**src/h2r_pkg.sv**
```systemverilog
package h2r_pkg;

  // Hue circle split into six sectors
  localparam int unsigned HueSector   = 10923;
  localparam int unsigned NumSectors  = 6;
  localparam int unsigned Sector5Bump = 2;

  // Rounded division by 43: floor((x + 21) / 43) = ((x + 21) * FracMul) >> FracShift
  localparam int unsigned FracHalf  = 21;
  localparam int unsigned FracMul   = 24386;
  localparam int unsigned FracShift = 20;

  // Rounded division by 254: remainder above 126 rounds up, so bias by 127,
  // done as ((x + 127) >> 1) / 127
  localparam int unsigned SatHalf  = 127;
  localparam int unsigned SatMul   = 33027;
  localparam int unsigned SatShift = 22;

  // Rounded division by 255
  localparam int unsigned ValHalf  = 127;
  localparam int unsigned ValMul   = 32897;
  localparam int unsigned ValShift = 23;

  // Register stages from input to output register
  localparam int unsigned NumStages = 7;

  typedef enum logic [2:0] {
    SEC_RED_TO_YELLOW   = 3'd0,
    SEC_YELLOW_TO_GREEN = 3'd1,
    SEC_GREEN_TO_CYAN   = 3'd2,
    SEC_CYAN_TO_BLUE    = 3'd3,
    SEC_BLUE_TO_MAGENTA = 3'd4,
    SEC_MAGENTA_TO_RED  = 3'd5
  } sector_e;

  typedef struct packed {
    logic [15:0] hue;
    logic [7:0]  saturation;
    logic [7:0]  brightness;
  } hsv_t;

  typedef struct packed {
    logic [7:0] red;
    logic [7:0] green;
    logic [7:0] blue;
  } rgb_t;

  // Sector stage result
  typedef struct packed {
    sector_e     sector;
    logic [13:0] rem;
    logic [15:0] low_prod;
    logic [7:0]  sat;
    logic [7:0]  val;
  } sec_t;

  // Scale stages result
  typedef struct packed {
    sector_e     sector;
    logic [7:0]  low;
    logic [15:0] ramp_prod;
    logic [7:0]  val;
  } scl_t;

endpackage

```
**src/hsv_to_rgb_integer_top.sv**
```systemverilog
// HSV to RGB converter: 16-bit hue, 8-bit saturation and 8-bit value in, 8-bit red,
// green and blue out, integer math with round-to-nearest on every quotient. The
// block takes one item per clock while in_stall_o is low. It is a seven-stage
// pipeline (sector split, the four rounded divides done as reciprocal multiplies
// with a register after each multiplier, and the final channel routing into the
// output register). Every stage has its own valid bit and moves whenever the
// stage after it is empty or moving, so bubbles are squeezed out and the input
// keeps flowing while a result waits on out_stall_i; in_stall_o only rises once
// all seven stages hold items. Zero value gives black without a special path,
// since low, ramp and falling ramp are all zero then.
module hsv_to_rgb_integer_top (
  input  logic          clk_i,
  input  logic          rst_ni,
  input  logic          in_valid_i,
  output logic          in_stall_o,
  input  h2r_pkg::hsv_t in_data_i,
  output logic          out_valid_o,
  input  logic          out_stall_i,
  output h2r_pkg::rgb_t out_data_o
);

  localparam int unsigned NumStages = h2r_pkg::NumStages;

  // Stage enables: a stage loads when it is empty or its successor loads
  logic [NumStages-1:0] vld_q;
  logic [NumStages-1:0] en;

  always_comb begin
    en[NumStages-1] = !vld_q[NumStages-1] || !out_stall_i;
    for (int k = NumStages - 2; k >= 0; k--) begin
      en[k] = !vld_q[k] || en[k+1];
    end
  end

  always_ff @(posedge clk_i or negedge rst_ni) begin
    if (!rst_ni) begin
      vld_q <= '0;
    end else begin
      if (en[0]) begin
        vld_q[0] <= in_valid_i;
      end
      for (int k = 1; k < NumStages; k++) begin
        if (en[k]) begin
          vld_q[k] <= vld_q[k-1];
        end
      end
    end
  end

  assign in_stall_o  = !en[0];
  assign out_valid_o = vld_q[NumStages-1];

  h2r_pkg::sec_t sec;
  h2r_pkg::scl_t scl;

  // Stage 1: sector and remainder, V * (255 - S)
  h2r_sector u_sector (
    .clk_i  (clk_i),
    .en_i   (en[0]),
    .data_i (in_data_i),
    .sec_o  (sec)
  );

  // Stages 2..5: low, fraction f, t and the t * V product
  h2r_scale u_scale (
    .clk_i (clk_i),
    .en_i  (en[4:1]),
    .sec_i (sec),
    .scl_o (scl)
  );

  // Stages 6..7: ramp, falling ramp, channel select, output register
  h2r_mix u_mix (
    .clk_i  (clk_i),
    .en_i   (en[6:5]),
    .scl_i  (scl),
    .data_o (out_data_o)
  );

endmodule

```
**src/h2r_sector.sv**
```systemverilog
module h2r_sector (
  input  logic          clk_i,
  input  logic          en_i,
  input  h2r_pkg::hsv_t data_i,
  output h2r_pkg::sec_t sec_o
);

  h2r_pkg::sec_t sec_d, sec_q;
  logic [2:0]    cnt;
  logic [15:0]   base;
  logic [15:0]   rem_full;

  always_comb begin
    cnt  = '0;
    base = '0;
    for (int k = 1; k < h2r_pkg::NumSectors; k++) begin
      if (data_i.hue >= 16'(k * h2r_pkg::HueSector)) begin
        cnt  = 3'(k);
        base = 16'(k * h2r_pkg::HueSector);
      end
    end
    rem_full = data_i.hue - base;

    sec_d.sector = h2r_pkg::sector_e'(cnt);
    sec_d.rem    = 14'(rem_full);
    if (h2r_pkg::sector_e'(cnt) == h2r_pkg::SEC_MAGENTA_TO_RED) begin
      sec_d.rem = 14'(rem_full) + 14'(h2r_pkg::Sector5Bump);
    end
    // V * (255 - S), rounded later
    sec_d.low_prod = {8'd0, data_i.brightness} * {8'd0, 8'd255 - data_i.saturation};
    sec_d.sat      = data_i.saturation;
    sec_d.val      = data_i.brightness;
  end

  always_ff @(posedge clk_i) begin
    if (en_i) begin
      sec_q <= sec_d;
    end
  end

  assign sec_o = sec_q;

endmodule

```
**src/h2r_scale.sv**
```systemverilog
module h2r_scale (
  input  logic          clk_i,
  input  logic [3:0]    en_i,
  input  h2r_pkg::sec_t sec_i,
  output h2r_pkg::scl_t scl_o
);

  typedef struct packed {
    h2r_pkg::sector_e sector;
    logic [28:0]      frac_mul;
    logic [31:0]      low_mul;
    logic [7:0]       sat;
    logic [7:0]       val;
  } stb_t;

  typedef struct packed {
    h2r_pkg::sector_e sector;
    logic [7:0]       low;
    logic [15:0]      sat_prod;
    logic [7:0]       val;
  } stc_t;

  typedef struct packed {
    h2r_pkg::sector_e sector;
    logic [7:0]       low;
    logic [30:0]      sat_mul;
    logic [7:0]       val;
  } std_t;

  stb_t b_d, b_q;
  stc_t c_d, c_q;
  std_t d_d, d_q;
  h2r_pkg::scl_t e_d, e_q;

  logic [13:0] frac_num;
  logic [15:0] low_num;
  logic [7:0]  frac;
  logic [16:0] sat_num;
  logic [14:0] sat_half;
  logic [7:0]  tint;

  // B: reciprocal products for f and low
  always_comb begin
    frac_num    = sec_i.rem + 14'(h2r_pkg::FracHalf);
    low_num     = sec_i.low_prod + 16'(h2r_pkg::ValHalf);
    b_d.sector  = sec_i.sector;
    b_d.frac_mul = 29'(frac_num) * 29'(h2r_pkg::FracMul);
    b_d.low_mul  = 32'(low_num) * 32'(h2r_pkg::ValMul);
    b_d.sat     = sec_i.sat;
    b_d.val     = sec_i.val;
  end

  // C: f * S
  always_comb begin
    frac       = 8'(b_q.frac_mul >> h2r_pkg::FracShift);
    c_d.sector = b_q.sector;
    c_d.low    = 8'(b_q.low_mul >> h2r_pkg::ValShift);
    c_d.sat_prod = {8'd0, frac} * {8'd0, b_q.sat};
    c_d.val    = b_q.val;
  end

  // D: divide by 254 as halve then divide by 127
  always_comb begin
    sat_num     = 17'(c_q.sat_prod) + 17'(h2r_pkg::SatHalf);
    sat_half    = 15'(sat_num >> 1);
    d_d.sector  = c_q.sector;
    d_d.low     = c_q.low;
    d_d.sat_mul = 31'(sat_half) * 31'(h2r_pkg::SatMul);
    d_d.val     = c_q.val;
  end

  // E: t * V
  always_comb begin
    tint          = 8'(d_q.sat_mul >> h2r_pkg::SatShift);
    e_d.sector    = d_q.sector;
    e_d.low       = d_q.low;
    e_d.ramp_prod = {8'd0, tint} * {8'd0, d_q.val};
    e_d.val       = d_q.val;
  end

  always_ff @(posedge clk_i) begin
    if (en_i[0]) b_q <= b_d;
    if (en_i[1]) c_q <= c_d;
    if (en_i[2]) d_q <= d_d;
    if (en_i[3]) e_q <= e_d;
  end

  assign scl_o = e_q;

endmodule

```
**src/h2r_mix.sv**
```systemverilog
module h2r_mix (
  input  logic          clk_i,
  input  logic [1:0]    en_i,
  input  h2r_pkg::scl_t scl_i,
  output h2r_pkg::rgb_t data_o
);

  typedef struct packed {
    h2r_pkg::sector_e sector;
    logic [7:0]       low;
    logic [31:0]      ramp_mul;
    logic [7:0]       val;
  } stf_t;

  stf_t          f_d, f_q;
  h2r_pkg::rgb_t rgb_d, rgb_q;
  logic [15:0]   ramp_num;
  logic [7:0]    ramp;
  logic [7:0]    fall;

  // F: reciprocal product for ramp
  always_comb begin
    ramp_num     = scl_i.ramp_prod + 16'(h2r_pkg::ValHalf);
    f_d.sector   = scl_i.sector;
    f_d.low      = scl_i.low;
    f_d.ramp_mul = 32'(ramp_num) * 32'(h2r_pkg::ValMul);
    f_d.val      = scl_i.val;
  end

  // G: falling ramp and channel routing
  always_comb begin
    ramp = 8'(f_q.ramp_mul >> h2r_pkg::ValShift);
    fall = (ramp > f_q.val) ? 8'd0 : f_q.val - ramp;
    unique case (f_q.sector)
      h2r_pkg::SEC_RED_TO_YELLOW:   rgb_d = '{red: f_q.val, green: ramp,      blue: f_q.low};
      h2r_pkg::SEC_YELLOW_TO_GREEN: rgb_d = '{red: fall,    green: f_q.val,   blue: f_q.low};
      h2r_pkg::SEC_GREEN_TO_CYAN:   rgb_d = '{red: f_q.low, green: f_q.val,   blue: ramp};
      h2r_pkg::SEC_CYAN_TO_BLUE:    rgb_d = '{red: f_q.low, green: fall,      blue: f_q.val};
      h2r_pkg::SEC_BLUE_TO_MAGENTA: rgb_d = '{red: ramp,    green: f_q.low,   blue: f_q.val};
      h2r_pkg::SEC_MAGENTA_TO_RED:  rgb_d = '{red: f_q.val, green: f_q.low,   blue: fall};
      default:                      rgb_d = '0;
    endcase
  end

  always_ff @(posedge clk_i) begin
    if (en_i[0]) f_q   <= f_d;
    if (en_i[1]) rgb_q <= rgb_d;
  end

  assign data_o = rgb_q;

endmodule

```
**config.mk**
```make
export PLATFORM = sky130hd
export DESIGN_NAME = hsv_to_rgb_integer_top
export DESIGN_NICKNAME = d
export VERILOG_FILES = /design/src/h2r_pkg.sv /design/src/hsv_to_rgb_integer_top.sv /design/src/h2r_sector.sv /design/src/h2r_scale.sv /design/src/h2r_mix.sv
export SDC_FILE = /design/constraint.sdc
export NUM_CORES = 1
export LEC_CHECK = 0
export BUFFER_PORTS_ARGS = -buffer_cell sky130_fd_sc_hd__buf_4
export CAP_MARGIN = 25
export CORE_ASPECT_RATIO = 0.8
export CORE_MARGIN = 8
export CORE_UTILIZATION = 48
export DETAILED_ROUTE_END_ITERATION = 12
export HOLD_SLACK_MARGIN = 0.08
export MAX_ROUTING_LAYER = met4
export PLACE_DENSITY = 0.67
export RECOVER_POWER = 100
export REMOVE_ABC_BUFFERS = 1
export SYNTH_ARGS = -nofsm -noshare
export SYNTH_HDL_FRONTEND = slang
export SYNTH_SLANG_ARGS = --single-unit
```
**constraint.sdc**
```tcl
create_clock -name clk_i -period 7.6 [get_ports clk_i]
set_clock_uncertainty 0.2 [all_clocks]
set_input_delay 1.52 -clock clk_i [delete_from_list [all_inputs] [get_ports clk_i]]
set_output_delay 1.52 -clock clk_i [all_outputs]
set_load 0.005 [all_outputs]
```
==> flow_summary.yaml, run 1 <==
outcome:
  outcome: "finished with violations"
  violations: "capacitance limit, slew limit"
sta:
  min_period_ps: 7122
  final_hold_viol_count: 0
  setup_tns_ps: 0
  maxClockFrequency_mhz: 140.4
  slew_headroom_pct: -87.71
  setup-violations-final: 0
  grt_setup_unrepaired: "false"
  finalCritPeriodShare_pct: 93.71
  slew_violations: 162
  worst_slew_pin_slew_ps: 2816
routing:
  via_per_inst: 5.313
  drt_iter0_markers: 734
  vias: 15500
  ant_nets: 0
  first_pass_iters: 5
  drc: 0
  routed_wl_um: 45930
  wire_per_inst_um: 15.74
synth:
  ys_warn_count: 0
  syn_area_um2: 23640
  synth.area.top_cells: "edfxtp_1 (29%), ha_1 (23%), fa_1 (15%), inv_1 (5.3%), xnor2_1 (3.9%)"
  ys_seq_elements: 239
  synth_ff_type: "edfxtp_1"
  synthCells: 2184
  synthArstFlopShare_pct: 2.929
  synth_edf_count: 232
  yosysUniqueCellTypes: 69
  yosysTopAreaCellShare_pct: 29.47
  synth_top_area_cell: "edfxtp_1"
  synth_seq_area_share_pct: 30.22
  avgSynthCellArea_um2: 10.82
cts:
  clock_sinks: 239
  cts_tree: "yes"
  path_clk_slew_ps: 60
  cts_buffer_depth: 3
  cts_root_buf: "clkbuf_16"
  cts_setup_buffers: 0
  cts.htree.levels: 1
  cts_hold_buf: 0
  clkLatencyLatePin_ps: 550
  numCtsBuffers: 26
setup_path:
  r2r_start: "u_sector.sec_o[32]"
  cp_data_required_time_ps: 7680
  start_kind: "flop"
  worstPathMaxFanout: 8
  critPathKind: "flop to flop"
  crit_path_start: "u_sector.sec_o[32]"
  worstRegToRegCells: 24
  crit_arrival_ps: 7200
  endpoint_kind: "flop"
placed_design:
  io_buffers: 61
  post-dp-hpwl_um: 37930
  place.gp.congestion: 0.8846
die:
  rows: 72
  io_pins: 62
  die_area_um2: 56640
  core_area_um2: 48470
  start_util_pct: 48.77
  dieHeight_um: 214.5
  die_w_um: 264.1
layout:
  drive_gt1_share_pct: 4.196
  area_growth_pct: 8.523
  n_antenna_cell: 0
  finalNetCount: 2919
global_route:
  first_global_vias: 15940
  grt_pass1_wl_um: 77330
  grt_max_degree: 51
  antenna_found_initial: 0
  grtUsageTotal_pct: 16.60
  grt_remaining_overflow: 0
min_path:
  hp-class: "flop to flop"
  hold_path.startpoint: "u_scale.scl_o[4]"
  hold_depth: 0
run:
  timing.max_cap.violations: 4
==> area by class of cell <==
cell class	count	area [µm²]
well taps	629	787.0
repair buffers	73	420.4
multi-input cells	1596	15180
clock inverters	16	198.9
clock buffers	30	665.6
flip-flops and latches	239	7142
inverters	334	1254
fillers	4269	22820
==> state kept, by name, indices dropped and copies added (netlist names) <==
name and count:
vld_q 7, u_mix.f_q 27, u_mix.data_o 24, u_scale.scl_o 35
u_scale.d_q 27, u_scale.c_q 35, u_sector.sec_o 49, u_scale.b_q 35
==> worst max-delay path, cell delays in order (launching register included) <==
cell,delay [ps]
edfxtp_1,510
a211oi_1,250
nor2_1,150
and2_0,190
xnor2_1,360
inv_1,220
ha_1,400
fa_1,580
inv_1,60
fa_1,470
inv_1,50
fa_1,470
ha_1,290
inv_1,50
fa_1,490
inv_1,40
ha_1,310
nand2_1,80
a2bb2oi_1,210
o211ai_1,200
o2111ai_1,270
a21oi_1,100
a2111oi_1,610
o21bai_1,140
xnor2_1,160
==> metrics by stage <==
step / cells / cell area [µm²] / util, % / hold WS, ps / setup WS, ps
floorplan: 2169 / 23580 / - / 200.3 / 985.8
global placement: 2868 / 24900 / 51.37 / 200.4 / 550.3
detailed placement: 2868 / 24900 / 51.37 / 204.5 / 291.5
CTS: 2914 / 25760 / 53.15 / 213.5 / 233.0
global route: 2917 / 25650 / 52.92 / 222.2 / 32.72
finish: 2917 / 25650 / 52.92 / 212.7 / 478.3
==> metal layers <==
layer  global-route usage, %  vias up  wire, µm
met5                       -        -         0
met4                   3.168        0       720
met3                   2.246       56      1581
met2                   27.09      233     21380
met1                   22.17     7515     22240
li1                        -     7694         -
==> synthesized netlist by cell type (3+ instances only) <==
cell type	count
ha_1	441
inv_1	334
edfxtp_1	232
fa_1	172
nand2_1	118
xnor2_1	105
nor2_1	85
and2_1	82
a21oi_1	80
nor2b_1	72
xor2_1	62
o21ai_0	44
nand2b_1	39
nand3_1	38
a21o_1	25
nor3_1	25
o21a_1	21
and3_1	16
a221o_1	13
clkbuf_1	11
mux2i_1	11
nand4_1	11
or2_2	11
nor3b_1	8
o21bai_1	8
a31oi_1	7
dfrtp_1	7
o211ai_1	7
a211o_1	6
a41oi_1	6
and4_1	6
nor4_1	6
a211oi_1	5
or3_1	5
a2111oi_0	4
a22oi_1	4
nor4b_1	4
o31ai_1	4
o22a_1	3
o22ai_1	3
or4_1	3
==> cells by family after synthesis <==
kind of cell / Yosys count / synth area share, %
XOR/XNOR: 167 / 6.188
flip-flops: 239 / 30.22
AND/OR/NAND/NOR: 539 / 12.14
adder cells (fa/ha/maj): 615 / 38.00
multiplexers: 13 / 0.5611
AO/OA/AOI/OAI: 262 / 7.342
buffers and inverters: 349 / 5.553
==> placed cells by master (no fill, tap or decap), types with 8 or more instances in the layout <==
cell / Yosys / final
xor2_1: 62 / 62
and2_0: 0 / 13
o21ai_0: 44 / 44
clkbuf_1: 11 / 38
mux2i_1: 11 / 11
nor2_1: 85 / 85
clkbuf_4: 0 / 17
a21oi_1: 80 / 81
a21o_1: 25 / 25
edfxtp_1: 232 / 232
nor2b_1: 72 / 72
nand2b_1: 39 / 39
ha_1: 441 / 441
or2_2: 11 / 11
nand2_1: 118 / 118
inv_1: 334 / 334
and3_1: 16 / 16
fa_1: 172 / 172
nor3_1: 25 / 25
a221o_1: 13 / 13
buf_4: 0 / 22
nand4_1: 11 / 11
clkbuf_16: 0 / 26
nand3_1: 38 / 38
nor3b_1: 8 / 8
and2_1: 82 / 69
o21a_1: 21 / 21
xnor2_1: 105 / 104
o21bai_1: 8 / 8
==> worst paths after layout <==
check / endpoint / slack (ps)
max reg2reg: u_scale.b_q[75] / 480
min: u_mix.f_q[4] / 210
min reg2reg: u_mix.f_q[4] / 210
max in group asynchronous: vld_q[4] / 6280
max: u_scale.b_q[75] / 480
min in group asynchronous: vld_q[6] / 650
==> timing repair <==
action	4_1_cts	5_1_grt
endpoints found under the hold margin	0	0
endpoints found under the setup margin	0	2
resized for setup	0	2
Power of run 1 is not shown: default switching activity piles up to over one toggle a cycle in this logic, so the estimate is an artifact.
==> run 2, diff against run 1 <==
MAX_ROUTING_LAYER = unset   (was met4)
SYNTH_HIERARCHICAL = 1   (was unset)
==> flow_summary.yaml, run 2 <==
die:
  rows: 73
  dieHeight_um: 216.8
  die_area_um2: 57860
  core_area_um2: 49690
  start_util_pct: 48.67
  io_pins: 62
  die_w_um: 267.0
sta:
  setup_tns_ps: 0
  final_hold_viol_count: 0
  slew_headroom_pct: -85.89
  worst_slew_pin_slew_ps: 2788
  setup-violations-final: 0
  slew_violations: 169
  min_period_ps: 7113
  maxClockFrequency_mhz: 140.6
  grt_setup_unrepaired: "false"
  finalCritPeriodShare_pct: 93.60
global_route:
  grt_max_degree: 52
  grt_remaining_overflow: 0
  grtUsageTotal_pct: 16.53
  grt_pass1_wl_um: 80440
  antenna_found_initial: 0
  first_global_vias: 16830
placed_design:
  io_buffers: 61
  post-dp-hpwl_um: 39120
  place.gp.congestion: 0.9076
synth:
  synth_edf_count: 232
  synthMuxAreaShare_pct: 0.7916
  ys_warn_count: 6
  synth_ff_type: "edfxtp_1"
  synth_compound_area_share_pct: 8.661
  synth_seq_area_share_pct: 29.53
  synthArstFlopShare_pct: 2.929
  avgSynthCellArea_um2: 10.62
  yosysUniqueCellTypes: 92
  synth.most_common_cell: "ha_1"
  synth.area.top_cells: "edfxtp_1 (29%), ha_1 (22%), fa_1 (14%), inv_1 (5.3%), xnor2_1 (4.1%)"
  syn_area_um2: 24180
  synth_top_area_cell: "edfxtp_1"
  synth_top_family_by_area: "adder cells"
  synth_fa_ha_area_share_pct: 36.33
  synthCells: 2277
  synthTopCellsByCount: "ha_1 (423), inv_1 (344), edfxtp_1 (232), fa_1 (173), nand2_1 (134)"
  yosysTopAreaCellShare_pct: 28.81
  synth-simple-area-share_pct: 12.42
  ys_seq_elements: 239
  synth_xor_xnor_area_share_pct: 6.266
setup_path:
  critPathKind: "flop to flop"
  max_stage_delay_ps: 670
  crit_arrival_ps: 7210
  cp_data_required_time_ps: 7700
  endpoint_kind: "flop"
  crit_path_cell_trace: "ha_1 -> nor2_1 -> nor2_1 -> o21ai_0 -> xnor2_1 -> xor2_1 -> xnor2_1 -> fa_1 -> inv_1 -> fa_1 -> inv_1 -> fa_1 -> inv_1 -> ha_1 -> ha_1 -> ha_1 -> nor4_1 -> nand2_1 -> a211o_1 -> o31a_1 -> o311ai_2 -> a21boi_1 -> o41ai_2 -> xnor2_1"
  crit_top_cell: "ha_1"
  worstPathMaxFanout: 7
  cp_slowest_cell: "xnor2_1"
  start_kind: "flop"
layout:
  largest_reg_flops: 49
  n_antenna_cell: 0
  drive_gt1_share_pct: 4.613
  multi_input_area_um2: 15530
  final_common_cell: "ha_1"
  regArea_um2: 7142
  nFillCells: 4473
  finalNetCount: 2977
  final_cell_mix: "ha_1 (423), inv_1 (344), edfxtp_1 (232)"
  area_growth_pct: 7.549
  fin_util_pct: 52.34
routing:
  drt_iter0_markers: 735
  via_per_inst: 5.321
  wire_per_inst_um: 15.71
  ant_nets: 0
  vias: 16170
  routed_wl_um: 47740
  first_pass_iters: 7
  drc: 0
cts:
  cts_buffer_depth: 3
  cts_setup_buffers: 0
  numCtsBuffers: 25
  cts_hold_buf: 0
  cts.htree.levels: 1
  path_clk_slew_ps: 70
  clock_sinks: 239
  cts_root_buf: "clkbuf_16"
  clkLatencyLatePin_ps: 550
  cts_resized: 0
  cts_tree: "yes"
min_path:
  hp-class: "flop to flop"
run:
  timing.max_cap.violations: 5
outcome:
  outcome: "finished with violations"
  violations: "capacitance limit, slew limit"
run 2: cell count changes after synthesis, moves of 9 or more:
cell / before / now
nor2_1: 85 / 107
ha_1: 441 / 423
nand2_1: 118 / 134
nor2b_1: 72 / 58
nand2b_1: 39 / 52
a221o_1: 13 / 1
o21ai_1: 0 / 12
nand3_1: 38 / 27
a21oi_1: 80 / 70
inv_1: 334 / 344
xnor2_1: 105 / 114
run 2: cells by family after synthesis:
logic type / Yosys count
fa+ha+maj: 599
compound gates: 302
simple gates: 571
xor+xnor: 173
mux: 19
buf+inv: 374
flops: 239
run 2: per-layer routing:
| layer | wire [µm] | track usage, % | up-vias |
|---|---|---|---|
| li1 | - | - | 7958 |
| met2 | 22220 | 28.11 | 286 |
| met1 | 22750 | 22.49 | 7865 |
| met4 | 757 | 2.989 | 0 |
| met3 | 2008 | 2.490 | 56 |
| met5 | 0 | 0 | - |
run 2: final timing paths:
path                               startpoint         endpoint  slack [ps]  cells after the start
max                        u_sector/sec_o[32]  u_scale/b_q[73]         490                     24
min                            u_scale/b_q[3]   u_scale/c_q[3]         210                      0
max reg2reg                u_sector/sec_o[32]  u_scale/b_q[73]         490                     24
min reg2reg                    u_scale/b_q[3]   u_scale/c_q[3]         210                      0
max in group asynchronous              rst_ni         vld_q[3]        6300                      1
min in group asynchronous              rst_ni         vld_q[6]         650                      1
run 2: layout make-up:
cell class / count / area share, %
clock buffer: 33 / 2.680
multi-input combinational: 1664 / 59.70
timing repair buffer: 69 / 1.501
clock inverter: 12 / 0.4185
sequential: 239 / 27.46
inverter: 346 / 4.998
tap: 675 / 3.247
run 2: worst max-delay path: cells and delay by family, from the launching register on:
family,cells,cell delay (ps)
simple gates,4,650
xor+xnor,4,1200
compound gates,6,1600
fa+ha+maj,7,2590
buf+inv,3,150
flops,1,470
run 2: metrics by stage:
step           instance area (µm²)  setup WS (ps)  hold slack (ps)  cells
2_1_floorplan                24030           1137            200.3   2249
3_3_place_gp                 25390          630.4            201.6   2992
3_5_place_dp                 25420          401.6            204.5   2993
4_1_cts                      26220          368.6            202.6   3038
5_1_grt                      26010          101.0            217.8   3038
6_report                     26010          486.6            211.3   3038
Power of run 2 is left out for the same reason.
==> run 3, diff against run 2 <==
SYNTH_HIERARCHICAL = unset   (was 1)
clock period = 8.09 ns   (was 7.6 ns; I/O delays follow)
==> flow_summary.yaml, run 3 (synthesized netlist as in run 1, its figures left out) <==
outcome:
  outcome: "finished with violations"
  violations: "capacitance limit, slew limit"
cts:
  cts_buffer_depth: 3
  cts_setup_buffers: 0
  clkLatencyLatePin_ps: 570
  path_clk_slew_ps: 60
  cts_hold_buf: 0
  cts_root_buf: "clkbuf_16"
  cts_resized: 0
  numCtsBuffers: 27
  cts.htree.levels: 1
  cts_tree: "yes"
  clock_sinks: 239
setup_path:
  endpoint_kind: "flop"
  crit_arrival_ps: 7480
  cp_slowest_cell: "a2111oi_0"
  crit_path_cell_trace: "a211oi_1 -> nor2_1 -> and2_0 -> xnor2_1 -> inv_1 -> ha_1 -> fa_1 -> inv_1 -> fa_1 -> inv_1 -> fa_1 -> ha_1 -> inv_1 -> fa_1 -> inv_1 -> ha_1 -> nand4_1 -> a2111oi_0 -> o21ai_0 -> a21oi_1 -> or4_1 -> o311ai_0 -> xnor2_1"
  start_kind: "flop"
  reg2reg_slack_ps: 720
  worstPathMaxFanout: 8
  max_stage_delay_ps: 900
  cp_data_required_time_ps: 8190
  crit_top_cell: "inv_1"
  critPathKind: "flop to flop"
placed_design:
  io_buffers: 61
  place.gp.congestion: 0.8798
  post-dp-hpwl_um: 37990
  placed_cells: 2865
routing:
  wl_met3_um: 1572
  routed_wl_um: 46320
  wire_per_inst_um: 15.87
  wl_met1_um: 22120
  via_per_inst: 5.317
  highest_layer: "met4"
  drt_iter0_markers: 679
  ant_nets: 0
  first_pass_iters: 5
  drc: 0
  met2WireLength_um: 21910
  vias: 15520
global_route:
  first_global_vias: 16250
  antenna_found_initial: 0
  grtUsageTotal_pct: 16.20
  grt_remaining_overflow: 0
  grt_pass1_wl_um: 77680
  grt_max_degree: 51
die:
  core_area_um2: 48470
  die_area_um2: 56640
  rows: 72
  start_util_pct: 48.77
  dieHeight_um: 214.5
  io_pins: 62
  die_w_um: 264.1
sta:
  worst_slew_pin_slew_ps: 2746
  grt_setup_unrepaired: "false"
  finalCritPeriodShare_pct: 91.11
  setup_tns_ps: 0
  maxClockFrequency_mhz: 135.7
  setup-violations-final: 0
  slew_headroom_pct: -83.05
  min_period_ps: 7370
  final_hold_viol_count: 0
  slew_violations: 161
layout:
  final_common_cell: "ha_1"
  drive_gt1_share_pct: 4.281
  n_antenna_cell: 0
  largest_reg_flops: 49
  multi_input_area_um2: 15170
  final_cells: 2918
  nFillCells: 4195
  finalNetCount: 2918
  area_growth_pct: 8.956
  regArea_um2: 7142
  final_cell_mix: "ha_1 (441), inv_1 (334), edfxtp_1 (232)"
run:
  timing.max_cap.violations: 4
min_path:
  hp-class: "flop to flop"
-- run 3: area by class of cell --
type,count,area share [%]
Clock buffer,30,2.667
Clock inverter,19,1.181
Inverter,334,4.868
Multi-Input combinational cell,1596,58.92
Sequential cell,239,27.73
Tap cell,629,3.056
Timing Repair Buffer,71,1.574
-- run 3: critical path, delay by kind of cell, from the launching register on --
| kind | cells | cell delay, ps |
|---|---|---|
| XOR/XNOR | 2 | 510 |
| adder cells (fa/ha/maj) | 7 | 2990 |
| flip-flops | 1 | 520 |
| AND/OR/NAND/NOR | 4 | 640 |
| buffers and inverters | 5 | 430 |
| AO/OA/AOI/OAI | 5 | 1810 |
-- run 3: final timing paths --
check | to | from | cells past startpoint
min | u_mix.f_q[5] | u_scale.scl_o[5] | 0
max reg2reg | u_scale.b_q[69] | u_sector.sec_o[32] | 23
min in group asynchronous | vld_q[6] | rst_ni | 1
min reg2reg | u_mix.f_q[5] | u_scale.scl_o[5] | 0
max | u_scale.b_q[69] | u_sector.sec_o[32] | 23
max in group asynchronous | vld_q[2] | rst_ni | 1
-- run 3: metal layers --
metal	track usage [%]	vias to the layer above
met1	21.78	7561
li1	-	7674
met2	27.86	228
met3	2.338	53
met5	0	-
met4	2.894	0
-- run 3: metrics by stage --
stage | utilization, % | instance area, µm² | hold WS [ps] | setup WS [ps]
5_1_grt | 53.14 | 25750 | 221.8 | 263.9
2_1_floorplan | - | 23580 | 200.3 | 1476
3_3_place_gp | 51.32 | 24870 | 200.8 | 1034
6_report | 53.14 | 25750 | 215.7 | 719.5
4_1_cts | 53.36 | 25860 | 209.8 | 708.4
3_5_place_dp | 51.32 | 24870 | 204.5 | 699.8
Power of run 3 is left out for the same reason.
